`config.mk`:
```
export PLATFORM = sky130hd
export DESIGN_NAME = rational_accumulator_gcd_reduce_top_flat
export DESIGN_NICKNAME = d
export VERILOG_FILES = /design/src/hdl/rag_pkg.sv /design/src/hdl/rag_if.sv /design/src/hdl/rational_accumulator_gcd_reduce_top.sv /design/src/flat_wrapper.sv
export SDC_FILE = /design/constraint.sdc
export NUM_CORES = 2
export LEC_CHECK = 0
export BUFFER_PORTS_ARGS = -buffer_cell sky130_fd_sc_hd__buf_2
export CORE_MARGIN = 2
export CORE_UTILIZATION = 40
export CTS_CLUSTER_SIZE = 28
export DETAILED_ROUTE_END_ITERATION = 6
export MAX_ROUTING_LAYER = met4
export PLACE_DENSITY_LB_ADDON = 0.3
export SLEW_MARGIN = 20
export SYNTH_ARGS = -nofsm -noshare
export SYNTH_HDL_FRONTEND = slang
export SYNTH_SLANG_ARGS = --single-unit
```
`constraint.sdc`:
```
create_clock -name clk -period 15.05 [get_ports clk]
set_input_delay 0.7525 -clock clk [delete_from_list [all_inputs] [get_ports clk]]
set_output_delay 0.7525 -clock clk [all_outputs]
set_load 0.1 [all_outputs]
```
`src/hdl/rag_pkg.sv`:
```
// Shared constants, types and operation codes of the rational accumulator.
`timescale 1ns / 1ps

package rag_pkg;

	localparam int WORD_BITS = 32;
	localparam int CNT_BITS  = $clog2(WORD_BITS);

	typedef logic signed [WORD_BITS-1:0] word_t;
	typedef logic        [WORD_BITS-1:0] mag_t;
	typedef logic        [WORD_BITS:0]   rem_t;
	typedef logic        [CNT_BITS-1:0]  cnt_t;

	localparam cnt_t CNT_LAST = CNT_BITS'(WORD_BITS - 1);

	typedef enum logic [1:0] {
		FUNC_LOAD = 2'd0,
		FUNC_ADD  = 2'd1,
		FUNC_MUL  = 2'd2,
		FUNC_DIV  = 2'd3
	} func_t;

endpackage

```
`src/hdl/rag_if.sv`:
```
// Valid/ready channels that carry operation items in and result items out.
`timescale 1ns / 1ps

interface rag_req_if import rag_pkg::*; ();
	logic  valid;
	logic  ready;
	func_t func;
	word_t operand_numerator;
	word_t operand_denominator;

	modport source (output valid, func, operand_numerator, operand_denominator, input ready);
	modport sink   (input valid, func, operand_numerator, operand_denominator, output ready);
endinterface

interface rag_rsp_if import rag_pkg::*; ();
	logic  valid;
	logic  ready;
	word_t result_numerator;
	word_t result_denominator;
	logic  zero_denominator;

	modport source (output valid, result_numerator, result_denominator, zero_denominator,
		input ready);
	modport sink   (input valid, result_numerator, result_denominator, zero_denominator,
		output ready);
endinterface

```
`src/hdl/rational_accumulator_gcd_reduce_top.sv`:
```
// Rational accumulator: bit-serial multiply, binary gcd and serial division by the gcd.
`timescale 1ns / 1ps

// The block keeps one fraction, a signed numerator and denominator of WORD_BITS bits, and
// takes one item at a time on the request channel: load stores the operand fraction as it
// is, while add, multiply and divide combine it with the stored fraction, with every product
// and sum wrapping at the word width. After an arithmetic operation both parts are divided by
// the gcd of their magnitudes; signs are kept as they come, and a zero part leaves the
// fraction unreduced. Every item gives exactly one result item, which also flags a zero
// denominator. A load goes from idle straight to the finish state. An arithmetic item
// passes the multiply, reduce, gcd, divide, sign and finish states: the products are formed
// one multiplier bit per cycle, the gcd loop removes one factor of two or does one
// subtraction per cycle, and both quotients are then formed one bit per cycle by a
// restoring divider. When either part of the new fraction is zero, the gcd and the
// division are skipped and the item goes from the reduce state to the finish state. A new
// item is taken as soon as the previous result sits in the output register, even if that
// result has not yet been collected; the new item then waits in its last step for as long
// as the receiver stalls the older result.

module rational_accumulator_gcd_reduce_top import rag_pkg::*; (
	input  logic      clk,
	input  logic      arst_n,
	rag_req_if.sink   request,
	rag_rsp_if.source response
);

	typedef enum logic [6:0] {
		ST_IDLE = 7'b0000001,
		ST_MUL  = 7'b0000010,
		ST_RED  = 7'b0000100,
		ST_GCD  = 7'b0001000,
		ST_DIV  = 7'b0010000,
		ST_SIGN = 7'b0100000,
		ST_FIN  = 7'b1000000
	} state_t;

	state_t state_q;
	cnt_t   cnt_q;

	// Stored fraction, held as raw two's complement words.
	mag_t acc_num_q, acc_den_q;

	// Bit-serial multipliers: the numerator is the sum of products a and b.
	mag_t mca_q, mpa_q, pa_q;
	mag_t mcb_q, mpb_q, pb_q;
	mag_t mcc_q, mpc_q, pc_q;
	mag_t set_mca, set_mpa, set_mcb, set_mpb, set_mcc, set_mpc;

	// Binary gcd operands and the magnitudes with the common power of two removed.
	mag_t ga_q, gb_q, sn_q, sd_q;
	logic neg_n_q, neg_d_q;

	// Restoring dividers for both quotients, sharing one divisor.
	mag_t div_q, qn_q, qd_q, rn_q, rd_q;
	rem_t rn_sh, rd_sh, rn_sub, rd_sub;
	logic rn_ge, rd_ge;

	// Output register.
	logic  out_valid_q;
	word_t out_num_q, out_den_q;
	logic  out_zero_q;

	logic accept, out_free;
	mag_t sum_num, mag_num, mag_den, gcd_diff;

	assign request.ready = (state_q == ST_IDLE);
	assign accept        = request.valid && request.ready;
	assign out_free      = !out_valid_q || response.ready;

	assign response.valid              = out_valid_q;
	assign response.result_numerator   = out_num_q;
	assign response.result_denominator = out_den_q;
	assign response.zero_denominator   = out_zero_q;

	// Operand routing for the three products; unused product b is zero.
	always_comb begin
		set_mca = acc_num_q;
		set_mpa = mag_t'(request.operand_denominator);
		set_mcb = '0;
		set_mpb = '0;
		set_mcc = acc_den_q;
		set_mpc = mag_t'(request.operand_denominator);
		case (request.func)
			FUNC_ADD: begin
				set_mcb = mag_t'(request.operand_numerator);
				set_mpb = acc_den_q;
			end
			FUNC_MUL: begin
				set_mpa = mag_t'(request.operand_numerator);
			end
			FUNC_DIV: begin
				set_mpc = mag_t'(request.operand_numerator);
			end
			default: begin
			end
		endcase
	end

	assign sum_num  = pa_q + pb_q;
	assign mag_num  = sum_num[WORD_BITS-1] ? mag_t'(-sum_num) : sum_num;
	assign mag_den  = pc_q[WORD_BITS-1] ? mag_t'(-pc_q) : pc_q;
	assign gcd_diff = (ga_q > gb_q) ? (ga_q - gb_q) : (gb_q - ga_q);

	// One quotient bit per cycle for each part.
	assign rn_sh  = {rn_q, qn_q[WORD_BITS-1]};
	assign rd_sh  = {rd_q, qd_q[WORD_BITS-1]};
	assign rn_ge  = (rn_sh >= {1'b0, div_q});
	assign rd_ge  = (rd_sh >= {1'b0, div_q});
	assign rn_sub = rn_sh - {1'b0, div_q};
	assign rd_sub = rd_sh - {1'b0, div_q};

	// Control and stored fraction.
	always_ff @(posedge clk or negedge arst_n) begin
		if (!arst_n) begin
			state_q     <= ST_IDLE;
			cnt_q       <= '0;
			acc_num_q   <= '0;
			acc_den_q   <= mag_t'(1);
			out_valid_q <= 1'b0;
		end else begin
			// The output register fills when a finished item moves in and empties when
			// the receiver takes its item.
			if (state_q == ST_FIN && out_free) begin
				out_valid_q <= 1'b1;
			end else if (response.ready) begin
				out_valid_q <= 1'b0;
			end
			case (state_q)
				ST_IDLE: begin
					if (accept) begin
						cnt_q <= '0;
						if (request.func == FUNC_LOAD) begin
							acc_num_q <= mag_t'(request.operand_numerator);
							acc_den_q <= mag_t'(request.operand_denominator);
							state_q   <= ST_FIN;
						end else begin
							state_q <= ST_MUL;
						end
					end
				end
				ST_MUL: begin
					cnt_q <= cnt_q + 1'b1;
					if (cnt_q == CNT_LAST) begin
						state_q <= ST_RED;
					end
				end
				ST_RED: begin
					acc_num_q <= sum_num;
					acc_den_q <= pc_q;
					if (sum_num == '0 || pc_q == '0) begin
						state_q <= ST_FIN;
					end else begin
						state_q <= ST_GCD;
					end
				end
				ST_GCD: begin
					cnt_q <= '0;
					if (ga_q == gb_q) begin
						state_q <= ST_DIV;
					end
				end
				ST_DIV: begin
					cnt_q <= cnt_q + 1'b1;
					if (cnt_q == CNT_LAST) begin
						state_q <= ST_SIGN;
					end
				end
				ST_SIGN: begin
					acc_num_q <= neg_n_q ? mag_t'(-qn_q) : qn_q;
					acc_den_q <= neg_d_q ? mag_t'(-qd_q) : qd_q;
					state_q   <= ST_FIN;
				end
				ST_FIN: begin
					if (out_free) begin
						state_q <= ST_IDLE;
					end
				end
				default: begin
					state_q <= ST_IDLE;
				end
			endcase
		end
	end

	// Serial datapath and output payload.
	always_ff @(posedge clk) begin
		case (state_q)
			ST_IDLE: begin
				mca_q <= set_mca;
				mpa_q <= set_mpa;
				mcb_q <= set_mcb;
				mpb_q <= set_mpb;
				mcc_q <= set_mcc;
				mpc_q <= set_mpc;
				pa_q  <= '0;
				pb_q  <= '0;
				pc_q  <= '0;
			end
			ST_MUL: begin
				pa_q  <= pa_q + (mpa_q[0] ? mca_q : '0);
				pb_q  <= pb_q + (mpb_q[0] ? mcb_q : '0);
				pc_q  <= pc_q + (mpc_q[0] ? mcc_q : '0);
				mca_q <= mca_q << 1;
				mcb_q <= mcb_q << 1;
				mcc_q <= mcc_q << 1;
				mpa_q <= mpa_q >> 1;
				mpb_q <= mpb_q >> 1;
				mpc_q <= mpc_q >> 1;
			end
			ST_RED: begin
				ga_q    <= mag_num;
				gb_q    <= mag_den;
				sn_q    <= mag_num;
				sd_q    <= mag_den;
				neg_n_q <= sum_num[WORD_BITS-1];
				neg_d_q <= pc_q[WORD_BITS-1];
			end
			ST_GCD: begin
				if (ga_q == gb_q) begin
					// The odd part of the gcd divides the magnitudes once the shared
					// power of two has been shifted out of them.
					div_q <= ga_q;
					qn_q  <= sn_q;
					qd_q  <= sd_q;
					rn_q  <= '0;
					rd_q  <= '0;
				end else if (!ga_q[0] && !gb_q[0]) begin
					ga_q <= ga_q >> 1;
					gb_q <= gb_q >> 1;
					sn_q <= sn_q >> 1;
					sd_q <= sd_q >> 1;
				end else if (!ga_q[0]) begin
					ga_q <= ga_q >> 1;
				end else if (!gb_q[0]) begin
					gb_q <= gb_q >> 1;
				end else if (ga_q > gb_q) begin
					ga_q <= gcd_diff;
				end else begin
					gb_q <= gcd_diff;
				end
			end
			ST_DIV: begin
				rn_q <= rn_ge ? rn_sub[WORD_BITS-1:0] : rn_sh[WORD_BITS-1:0];
				rd_q <= rd_ge ? rd_sub[WORD_BITS-1:0] : rd_sh[WORD_BITS-1:0];
				qn_q <= {qn_q[WORD_BITS-2:0], rn_ge};
				qd_q <= {qd_q[WORD_BITS-2:0], rd_ge};
			end
			ST_FIN: begin
				if (out_free) begin
					out_num_q  <= word_t'(acc_num_q);
					out_den_q  <= word_t'(acc_den_q);
					out_zero_q <= (acc_den_q == '0);
				end
			end
			default: begin
			end
		endcase
	end

endmodule

```
`src/flat_wrapper.sv`:
```
// flat-port wrapper written by rule: the top's interface ports become plain ports
module rational_accumulator_gcd_reduce_top_flat import rag_pkg::*;
  (clk, arst_n, request_valid, request_func, request_operand_numerator, request_operand_denominator, request_ready, response_valid, response_result_numerator, response_result_denominator, response_zero_denominator, response_ready);
  rag_req_if request_i ();
  rag_rsp_if response_i ();
  input  logic clk;
  input  logic arst_n;
  input wire logic [$bits(request_i.valid)-1:0] request_valid;
  input wire logic [$bits(request_i.func)-1:0] request_func;
  input wire logic [$bits(request_i.operand_numerator)-1:0] request_operand_numerator;
  input wire logic [$bits(request_i.operand_denominator)-1:0] request_operand_denominator;
  output wire logic [$bits(request_i.ready)-1:0] request_ready;
  output wire logic [$bits(response_i.valid)-1:0] response_valid;
  output wire logic [$bits(response_i.result_numerator)-1:0] response_result_numerator;
  output wire logic [$bits(response_i.result_denominator)-1:0] response_result_denominator;
  output wire logic [$bits(response_i.zero_denominator)-1:0] response_zero_denominator;
  input wire logic [$bits(response_i.ready)-1:0] response_ready;
  assign request_i.valid = request_valid;
  assign request_i.func = request_func;
  assign request_i.operand_numerator = request_operand_numerator;
  assign request_i.operand_denominator = request_operand_denominator;
  assign request_ready = request_i.ready;
  assign response_valid = response_i.valid;
  assign response_result_numerator = response_i.result_numerator;
  assign response_result_denominator = response_i.result_denominator;
  assign response_zero_denominator = response_i.zero_denominator;
  assign response_i.ready = response_ready;
  rational_accumulator_gcd_reduce_top u_core (.clk(clk), .arst_n(arst_n), .request(request_i), .response(response_i));
endmodule
```
# [Yosys cells after proc, flatten, opt, wreduce, memory -nomap -nowiden]
# Index checks and enable logic that the tools add are counted.
[totals] register_bits=720 input_bits=70 output_inout_bits=67 elab_cells=166
[classes] add_sub_neg=13 n_lt_le_gt_ge=3 eq_ne=24 mux=66 n_reduce_logical=30
[op_table] cell="$mux W32" n=35
[op_table] cell="$pmux W32 S2" n=17
[op_table] cell="$pmux W32 S3" n=2
[op_table] cell="$add A32 B32 Y32" n=4
[op_table] cell="$neg A32 Y32" n=4
[op_table] cell="$sub A32 B32 Y32" n=4
[op_table] cell="$logic_not A32 Y1" n=3
[op_table] cell="$ge A33 B32 Y1" n=2
[op_table] cell="$mux W7" n=7
[op_table] cell="$pmux W7 S7" n=1
[op_table] cell="$eq A32 B32 Y1" n=1
[op_table] cell="$gt A32 B32 Y1" n=1
[op_table] cell="$pmux W5 S3" n=1
[op_table] cell="$ne A4 B4 Y1 const B" n=3
[op_table] cell="$ne A2 B1 Y1 const B" n=5
[op_table] cell="$reduce_and A2 Y1" n=5
[op_table] cell="$reduce_and A3 Y1" n=3
[op_table] cell="$reduce_and A4 Y1" n=2
[op_table] cell="$reduce_bool A2 Y1" n=4
[op_table] cell="$eq A7 B1 Y1 const B" n=1
[op_table] cell="$eq A7 B2 Y1 const B" n=1
[op_table] cell="$eq A7 B3 Y1 const B" n=1
[op_table] cell="$eq A7 B4 Y1 const B" n=1
[op_table] cell="$eq A7 B5 Y1 const B" n=1
[op_table] cell="other kinds (17)" n=27

# [Longest topological paths before layout]
[depth] depth_word=8 depth_mapped=16 mapped_depth_nobuf=15

# [Worst setup path before layout]
# OpenSTA, ideal clock, no wires.
[synth_path] path_type="register to register" start="register u_core.ga_q[18]" end="register u_core.qd_q[0] (enable)" setup_time_ps=792 t_arrival_ps=10696 required_ps=14258 slack_ps=3562 path_stages_with_launch=8 path_buffers=1 synth_period_minus_slack_ps=11488 path_cell_list="edfxtp_1 ha_1 clkbuf_1 nand4_1 or3_1 nor2_1 nand2_1 o21ai_0"
[synth_via] elab_chain_cells=3
[synth_lines] element="from (decl)" line_no="rational_accumulator_gcd_reduce_top.sv:50" source="mag_t ga_q, gb_q, sn_q, sd_q;"
[synth_lines] element="from (signal assigned)" line_no="rational_accumulator_gcd_reduce_top.sv:211" source="ga_q <= mag_num;"
[synth_lines] element="from (signal assigned)" line_no="rational_accumulator_gcd_reduce_top.sv:228" source="ga_q <= ga_q >> 1;"
[synth_lines] element="from (signal assigned)" line_no="rational_accumulator_gcd_reduce_top.sv:233" source="ga_q <= ga_q >> 1;"
[synth_lines] element="$eq A32 B32 Y1" line_no="rational_accumulator_gcd_reduce_top.sv:219" source="if (ga_q == gb_q) begin"
[synth_lines] element="$ne A2 B1 Y1 (no line)"
[synth_lines] element="$reduce_and A2 Y1 (no line)"
[synth_lines] element="to (signal assigned)" line_no="rational_accumulator_gcd_reduce_top.sv:224" source="qd_q <= sd_q;"
[synth_lines] element="to (signal assigned)" line_no="rational_accumulator_gcd_reduce_top.sv:246" source="qd_q <= {qd_q[WORD_BITS-2:0], rd_ge};"
[synth_lines] element="to (decl)" line_no="rational_accumulator_gcd_reduce_top.sv:54" source="mag_t div_q, qn_q, qd_q, rn_q, rd_q;"
# No other way between the ends.
# A chain may end at the register's enable or synchronous reset.

# [Final worst setup path]
[layout_path] start="register u_core.pb_q[1]" end="register u_core.sn_q[21], data pin"
[layout_via] elab_chain_cells=4
[layout_lines] element="from (decl)" line_no="rational_accumulator_gcd_reduce_top.sv:45" source="mag_t mcb_q, mpb_q, pb_q;"
[layout_lines] element="from (signal assigned)" line_no="rational_accumulator_gcd_reduce_top.sv:201" source="pb_q <= pb_q + (mpb_q[0] ? mcb_q : '0);"
[layout_lines] element="$add A32 B32 Y32 *" line_no="rational_accumulator_gcd_reduce_top.sv:99" source="assign sum_num = pa_q + pb_q;"
[layout_lines] element="$neg A32 Y32" line_no="rational_accumulator_gcd_reduce_top.sv:100" source="assign mag_num = sum_num[WORD_BITS-1] ? mag_t'(-sum_num) : sum_num;"
[layout_lines] element="$mux W32 *" line_no="rational_accumulator_gcd_reduce_top.sv:100"
[layout_lines] element="$pmux W32 S2 *" line_no="rational_accumulator_gcd_reduce_top.sv:187" source="case (state_q)"
[layout_lines] element="to (signal assigned)" line_no="rational_accumulator_gcd_reduce_top.sv:213" source="sn_q <= mag_num;"
[layout_lines] element="to (signal assigned)" line_no="rational_accumulator_gcd_reduce_top.sv:230" source="sn_q <= sn_q >> 1;"
[layout_lines] element="to (decl)" line_no="rational_accumulator_gcd_reduce_top.sv:50"
# Every way passes the cells marked *; elsewhere a longest branch is shown, timed or not.

==> flow_summary.html <==
<table>
<tr><th>Metric</th><th>Value</th></tr>
<tr><th colspan="2">Power and ir drop</th></tr>
<tr><td>Fraction of power consumed by the clock network</td><td>0.173</td></tr>
<tr><td>Switching power as a share of total power</td><td>0.447</td></tr>
<tr><td>Combinational cell fraction of total power</td><td>0.505</td></tr>
<tr><td>Power dissipated by switching net loads</td><td>5.54 mW</td></tr>
<tr><td>Total design power</td><td>12.4 mW</td></tr>
<tr><td>Leakage power</td><td>20.6 nW</td></tr>
<tr><td>Sequential Power Share</td><td>0.322</td></tr>
<tr><td>Max VDD drop</td><td>0.000188 V</td></tr>
<tr><td>Internal Power</td><td>6.85 mW</td></tr>
<tr><td>Cell area power density</td><td>243 nW/um^2</td></tr>
<tr><th colspan="2">Floorplanning</th></tr>
<tr><td>Y dimension of the die</td><td>343 um</td></tr>
<tr><td>Floorplan row count</td><td>124</td></tr>
<tr><td>Effective utilization at floorplan</td><td>0.403</td></tr>
<tr><td>Core area</td><td>114000 sq um</td></tr>
<tr><td>Area enclosed by the die boundary</td><td>around 120000 sq um</td></tr>
<tr><td>Boundary pin count</td><td>roughly 140</td></tr>
<tr><td>Die W</td><td>roughly 340 um</td></tr>
<tr><th colspan="2">Clocking</th></tr>
<tr><td>Count of hold-fix buffers inserted at cts</td><td>0</td></tr>
<tr><td>Clock insertion delay at the later pin of the skew report</td><td>between 0.7 and 0.8 ns</td></tr>
<tr><td># H-tree levels</td><td>3</td></tr>
<tr><td>Clock tree from TritonCTS</td><td>done</td></tr>
<tr><td>Number of setup buffers added after CTS</td><td>0</td></tr>
<tr><td>Number of buffers on the longest clock path</td><td>3</td></tr>
<tr><td>Post-CTS Resized</td><td>0</td></tr>
<tr><td>Number of CTS-inserted buffers</td><td>86</td></tr>
<tr><td>Clock-pin slew of the registers on the worst-case setup and hold paths</td><td>around 0.060 ns</td></tr>
<tr><td>Clock tree root driver cell</td><td>sky130_fd_sc_hd__clkbuf_16</td></tr>
<tr><td>Clock net sink count</td><td>a little over 700</td></tr>
<tr><th colspan="2">Synth</th></tr>
<tr><td>Post-synthesis register bit count</td><td>720</td></tr>
<tr><td>Synthesized-area fraction occupied by xor and xnor cells</td><td>0.0587</td></tr>
<tr><td>Dominant combinational cell family by area after synthesis</td><td>compound AO/OA/AOI/OAI gates</td></tr>
<tr><td>Adder-cell area share of the yosys netlist</td><td>0.0739</td></tr>
<tr><td>Count of yosys warnings during synthesis</td><td>0</td></tr>
<tr><td>Synth Area in Compound Gates</td><td>0.183</td></tr>
<tr><td>Portion of the post-synthesis area used by sequential elements</td><td>0.462</td></tr>
<tr><td>Summed instance area of the synthesized netlist</td><td>46000 sq um</td></tr>
<tr><td>Syn_nets</td><td>5101</td></tr>
<tr><td>FFs w/ async S/R, synth</td><td>0.107</td></tr>
<tr><td>Post-synthesis mux area share</td><td>0.0245</td></tr>
<tr><td>Area fraction in and, or, nand and nor cells after synthesis</td><td>0.163</td></tr>
<tr><td>Number of flops mapped to enable cells by yosys</td><td>643</td></tr>
<tr><td>Mean cell area of the mapped netlist</td><td>roughly 9.7 sq um</td></tr>
<tr><td>Unique masters post-synth</td><td>89</td></tr>
<tr><td>Synthesized instance count</td><td>4764</td></tr>
<tr><td>Predominant post-synthesis flop cell</td><td>sky130_fd_sc_hd__edfxtp_1</td></tr>
<tr><th colspan="2">Route</th></tr>
<tr><td>Vias</td><td>37.1k</td></tr>
<tr><td>Post-detailed-route count of antenna-violating nets</td><td>0</td></tr>
<tr><td>DR iter-0 viols</td><td>3384</td></tr>
<tr><td>Mean number of vias per cell</td><td>5.81</td></tr>
<tr><td>Final routed DRC violation total</td><td>0</td></tr>
<tr><td>Routed wire length</td><td>141000 um</td></tr>
<tr><td>WL/cell</td><td>22.1 um</td></tr>
<tr><td>Number of optimization iterations in the first detailed-route pass</td><td>6</td></tr>
<tr><th colspan="2">Setup path</th></tr>
<tr><td>Critical path class</td><td>flip-flop to flip-flop</td></tr>
<tr><td>Top Family by Delay on Critical Path</td><td>compound AO/OA/AOI/OAI gates</td></tr>
<tr><td>Data required time at the worst endpoint</td><td>15.43 ns</td></tr>
<tr><td>Crit end category</td><td>flip-flop</td></tr>
<tr><td>Element type at the critical path start</td><td>flip-flop</td></tr>
<tr><td>Peak per-stage delay on the critical path</td><td>approximately 0.6 ns</td></tr>
<tr><td>Largest fanout on the critical path</td><td>22</td></tr>
<tr><td>Total buffers and inverters traversed by the critical path</td><td>2</td></tr>
<tr><td>Slowest cell on the critical path</td><td>sky130_fd_sc_hd__inv_1</td></tr>
<tr><td>Critical Path Most Common Cell</td><td>sky130_fd_sc_hd__o21ai_0</td></tr>
<tr><td>Ordered cell list for the critical path</td><td>ha_1, a211oi_1, o21bai_1, a221oi_4, a211oi_4, o21ai_0, o21a_1, o211ai_1, buf_4, inv_1, o21ai_0, xor2_1, a21oi_1</td></tr>
<tr><td>CP arrival</td><td>5.12 ns</td></tr>
<tr><th colspan="2">Min path</th></tr>
<tr><td>Hold crit path type</td><td>input pin to asynchronous set/reset pin</td></tr>
<tr><th colspan="2">Global routing</th></tr>
<tr><td>Largest net degree at the start of global routing</td><td>202</td></tr>
<tr><td>GRT met3 Usage</td><td>0.0407</td></tr>
<tr><td>Vias in the first global route</td><td>around 35k</td></tr>
<tr><td>GRT Overall Usage</td><td>0.241</td></tr>
<tr><td>Number of antenna violations at the first check in global routing</td><td>4</td></tr>
<tr><td>Overflow left after global routing</td><td>0</td></tr>
<tr><td>First-pass GRT wire length</td><td>between 200000 and 250000 um</td></tr>
<tr><td>Busiest layer in global routing</td><td>met2</td></tr>
<tr><td>Global routing met2 resource utilization</td><td>0.370</td></tr>
<tr><td>Met1 GRT Util</td><td>0.329</td></tr>
<tr><th colspan="2">Layout</th></tr>
<tr><td>Layout-stage area growth over the synthesis result</td><td>11.1%</td></tr>
<tr><td>Finished layout cell area</td><td>51100 sq um</td></tr>
<tr><td>Multi-input gate area in the final layout</td><td>23200 sq um</td></tr>
<tr><td>Nets</td><td>5128</td></tr>
<tr><td>Highest-count cells in the layout ignoring fill and taps</td><td>sky130_fd_sc_hd__nand2_1, sky130_fd_sc_hd__edfxtp_1, sky130_fd_sc_hd__nor2_1</td></tr>
<tr><td>Layout cells sized above 1</td><td>0.0786</td></tr>
<tr><td>Commonest non-fill, non-tap cell in the layout</td><td>sky130_fd_sc_hd__nand2_1</td></tr>
<tr><td>Layout fillers</td><td>11.0k</td></tr>
<tr><td>Total area of sequential cells</td><td>21200 sq um</td></tr>
<tr><th colspan="2">Timing</th></tr>
<tr><td>Measured slew at the worst slew-check pin</td><td>1.09 ns</td></tr>
<tr><td>Clock skew</td><td>slightly above 0.08 ns</td></tr>
<tr><td>Max Fclk</td><td>roughly 0.21 GHz</td></tr>
<tr><td>Unrepaired setup endpoints after global routing</td><td>no</td></tr>
<tr><td>Total count of max-transition violations in the final report</td><td>0</td></tr>
<tr><td>Clock period minus final worst setup slack</td><td>4.74 ns</td></tr>
<tr><td>Total of endpoints with negative setup slack in the final report</td><td>0</td></tr>
<tr><td>Rel. slew slack</td><td>0.275</td></tr>
<tr><td>Count of endpoints failing hold in the final timing report</td><td>0</td></tr>
<tr><td>Final Cycle Share</td><td>0.315</td></tr>
<tr><td>Total negative slack for setup checks</td><td>0 ns</td></tr>
<tr><th colspan="2">Outcome</th></tr>
<tr><td>Run status</td><td>completed</td></tr>
<tr><th colspan="2">Placed design</th></tr>
<tr><td>Final weighted congestion in routability-driven placement</td><td>0.957</td></tr>
<tr><td>Buffers on Ports</td><td>136</td></tr>
<tr><td>Half-perimeter wire length after placement</td><td>a little over 100000 um</td></tr>
<tr><td>Cell area after placement</td><td>approximately 48000 sq um</td></tr>
<tr><th colspan="2">Flow run</th></tr>
<tr><td>Total of max-cap violations</td><td>0</td></tr>
</table>
-- per-layer routing --
metal,share of wire,vias to the layer above
met4,0.025,0
met2,0.45,1187
li1,-,17454
met1,0.45,18222
met5,0,-
met3,0.069,196
-- layout make-up --
class / instances / share of cell area
multi-input cells: 3615 / 0.455
clock buffers: 109 / 0.0456
diodes: 3 / 0.000147
flip-flops and latches: 720 / 0.416
well taps: 1512 / 0.0370
clock inverters: 50 / 0.0114
inverters: 186 / 0.0137
repair buffers: 182 / 0.0213
-- final timing paths --
kind                            cells after the start                 start  slack [ns]                                    to
worst max-delay path                               13        u_core.pb_q[1]       10.31                       u_core.sn_q[21]
worst min-delay path                                1                arst_n        0.05                  u_core.acc_den_q[13]
worst max register to register                     13        u_core.pb_q[1]       10.31                       u_core.sn_q[21]
worst min register to register                      0  u_core.acc_num_q[15]        0.45  u_core.response.result_numerator[15]
max in group asynchronous                           2                arst_n       13.73                   u_core.acc_num_q[8]
min in group clk                                    2         request_valid        0.30                     u_core.state_q[0]
-- metrics by stage --
step	setup WS (ns)	utilization	hold WS, ns	instances
detailed placement	10.12	0.421	0.463	6214
floorplan	3.56	-	0.439	4764
global placement	9.98	0.421	0.461	6214
global route	9.97	0.447	0.0492	6377
CTS	10.05	0.447	0.00876	6373
finish	10.31	0.447	0.0453	6377
-- power by group through the flow --
stage / Clock [mW] / Combinational, mW / Sequential, mW
6_report: 2.14 / 6.26 / 3.99
5_1_grt: 2.25 / 6.86 / 4.06
4_1_cts: 2.17 / 6.18 / 4.00
3_5_place_dp: 0 / 6.13 / 4.03
3_3_place_gp: 0 / 6.07 / 4.01
2_1_floorplan: 0 / 4.53 / 3.91
-- Yosys cell counts, drive strengths merged, types with 109 or more instances --
master,n,area share
mux2i,109,0.024
inv,186,0.015
clkbuf,219,0.018
nand2,646,0.053
xor2,163,0.031
xnor2,145,0.028
nor2,480,0.039
ha,259,0.070
and2,114,0.016
edfxtp,643,0.42
o21ai,259,0.028
a21oi,379,0.041
a21o,109,0.018
-- worst register-to-register path, stage by stage, from the launching register on --
cell	delay, ns
sky130_fd_sc_hd__edfxtp_1	0.44
sky130_fd_sc_hd__ha_1	0.34
sky130_fd_sc_hd__a211oi_1	0.41
sky130_fd_sc_hd__o21bai_1	0.22
sky130_fd_sc_hd__a221oi_4	0.50
sky130_fd_sc_hd__a211oi_4	0.17
sky130_fd_sc_hd__o21ai_0	0.41
sky130_fd_sc_hd__o21a_1	0.22
sky130_fd_sc_hd__o211ai_1	0.10
sky130_fd_sc_hd__buf_4	0.22
sky130_fd_sc_hd__inv_1	0.62
sky130_fd_sc_hd__o21ai_0	0.28
sky130_fd_sc_hd__xor2_1	0.38
sky130_fd_sc_hd__a21oi_1	0.13
-- logic make-up after synthesis --
group                      after synthesis
AOI/OAI and AO/OA                     1271
buffers and inverters                  429
and+or+nand+nor                       1657
adders and majority gates              267
xor gates and xnor gates               308
muxes                                  112
DFF                                    720
Note: power is estimated with default switching activity, not from simulation.
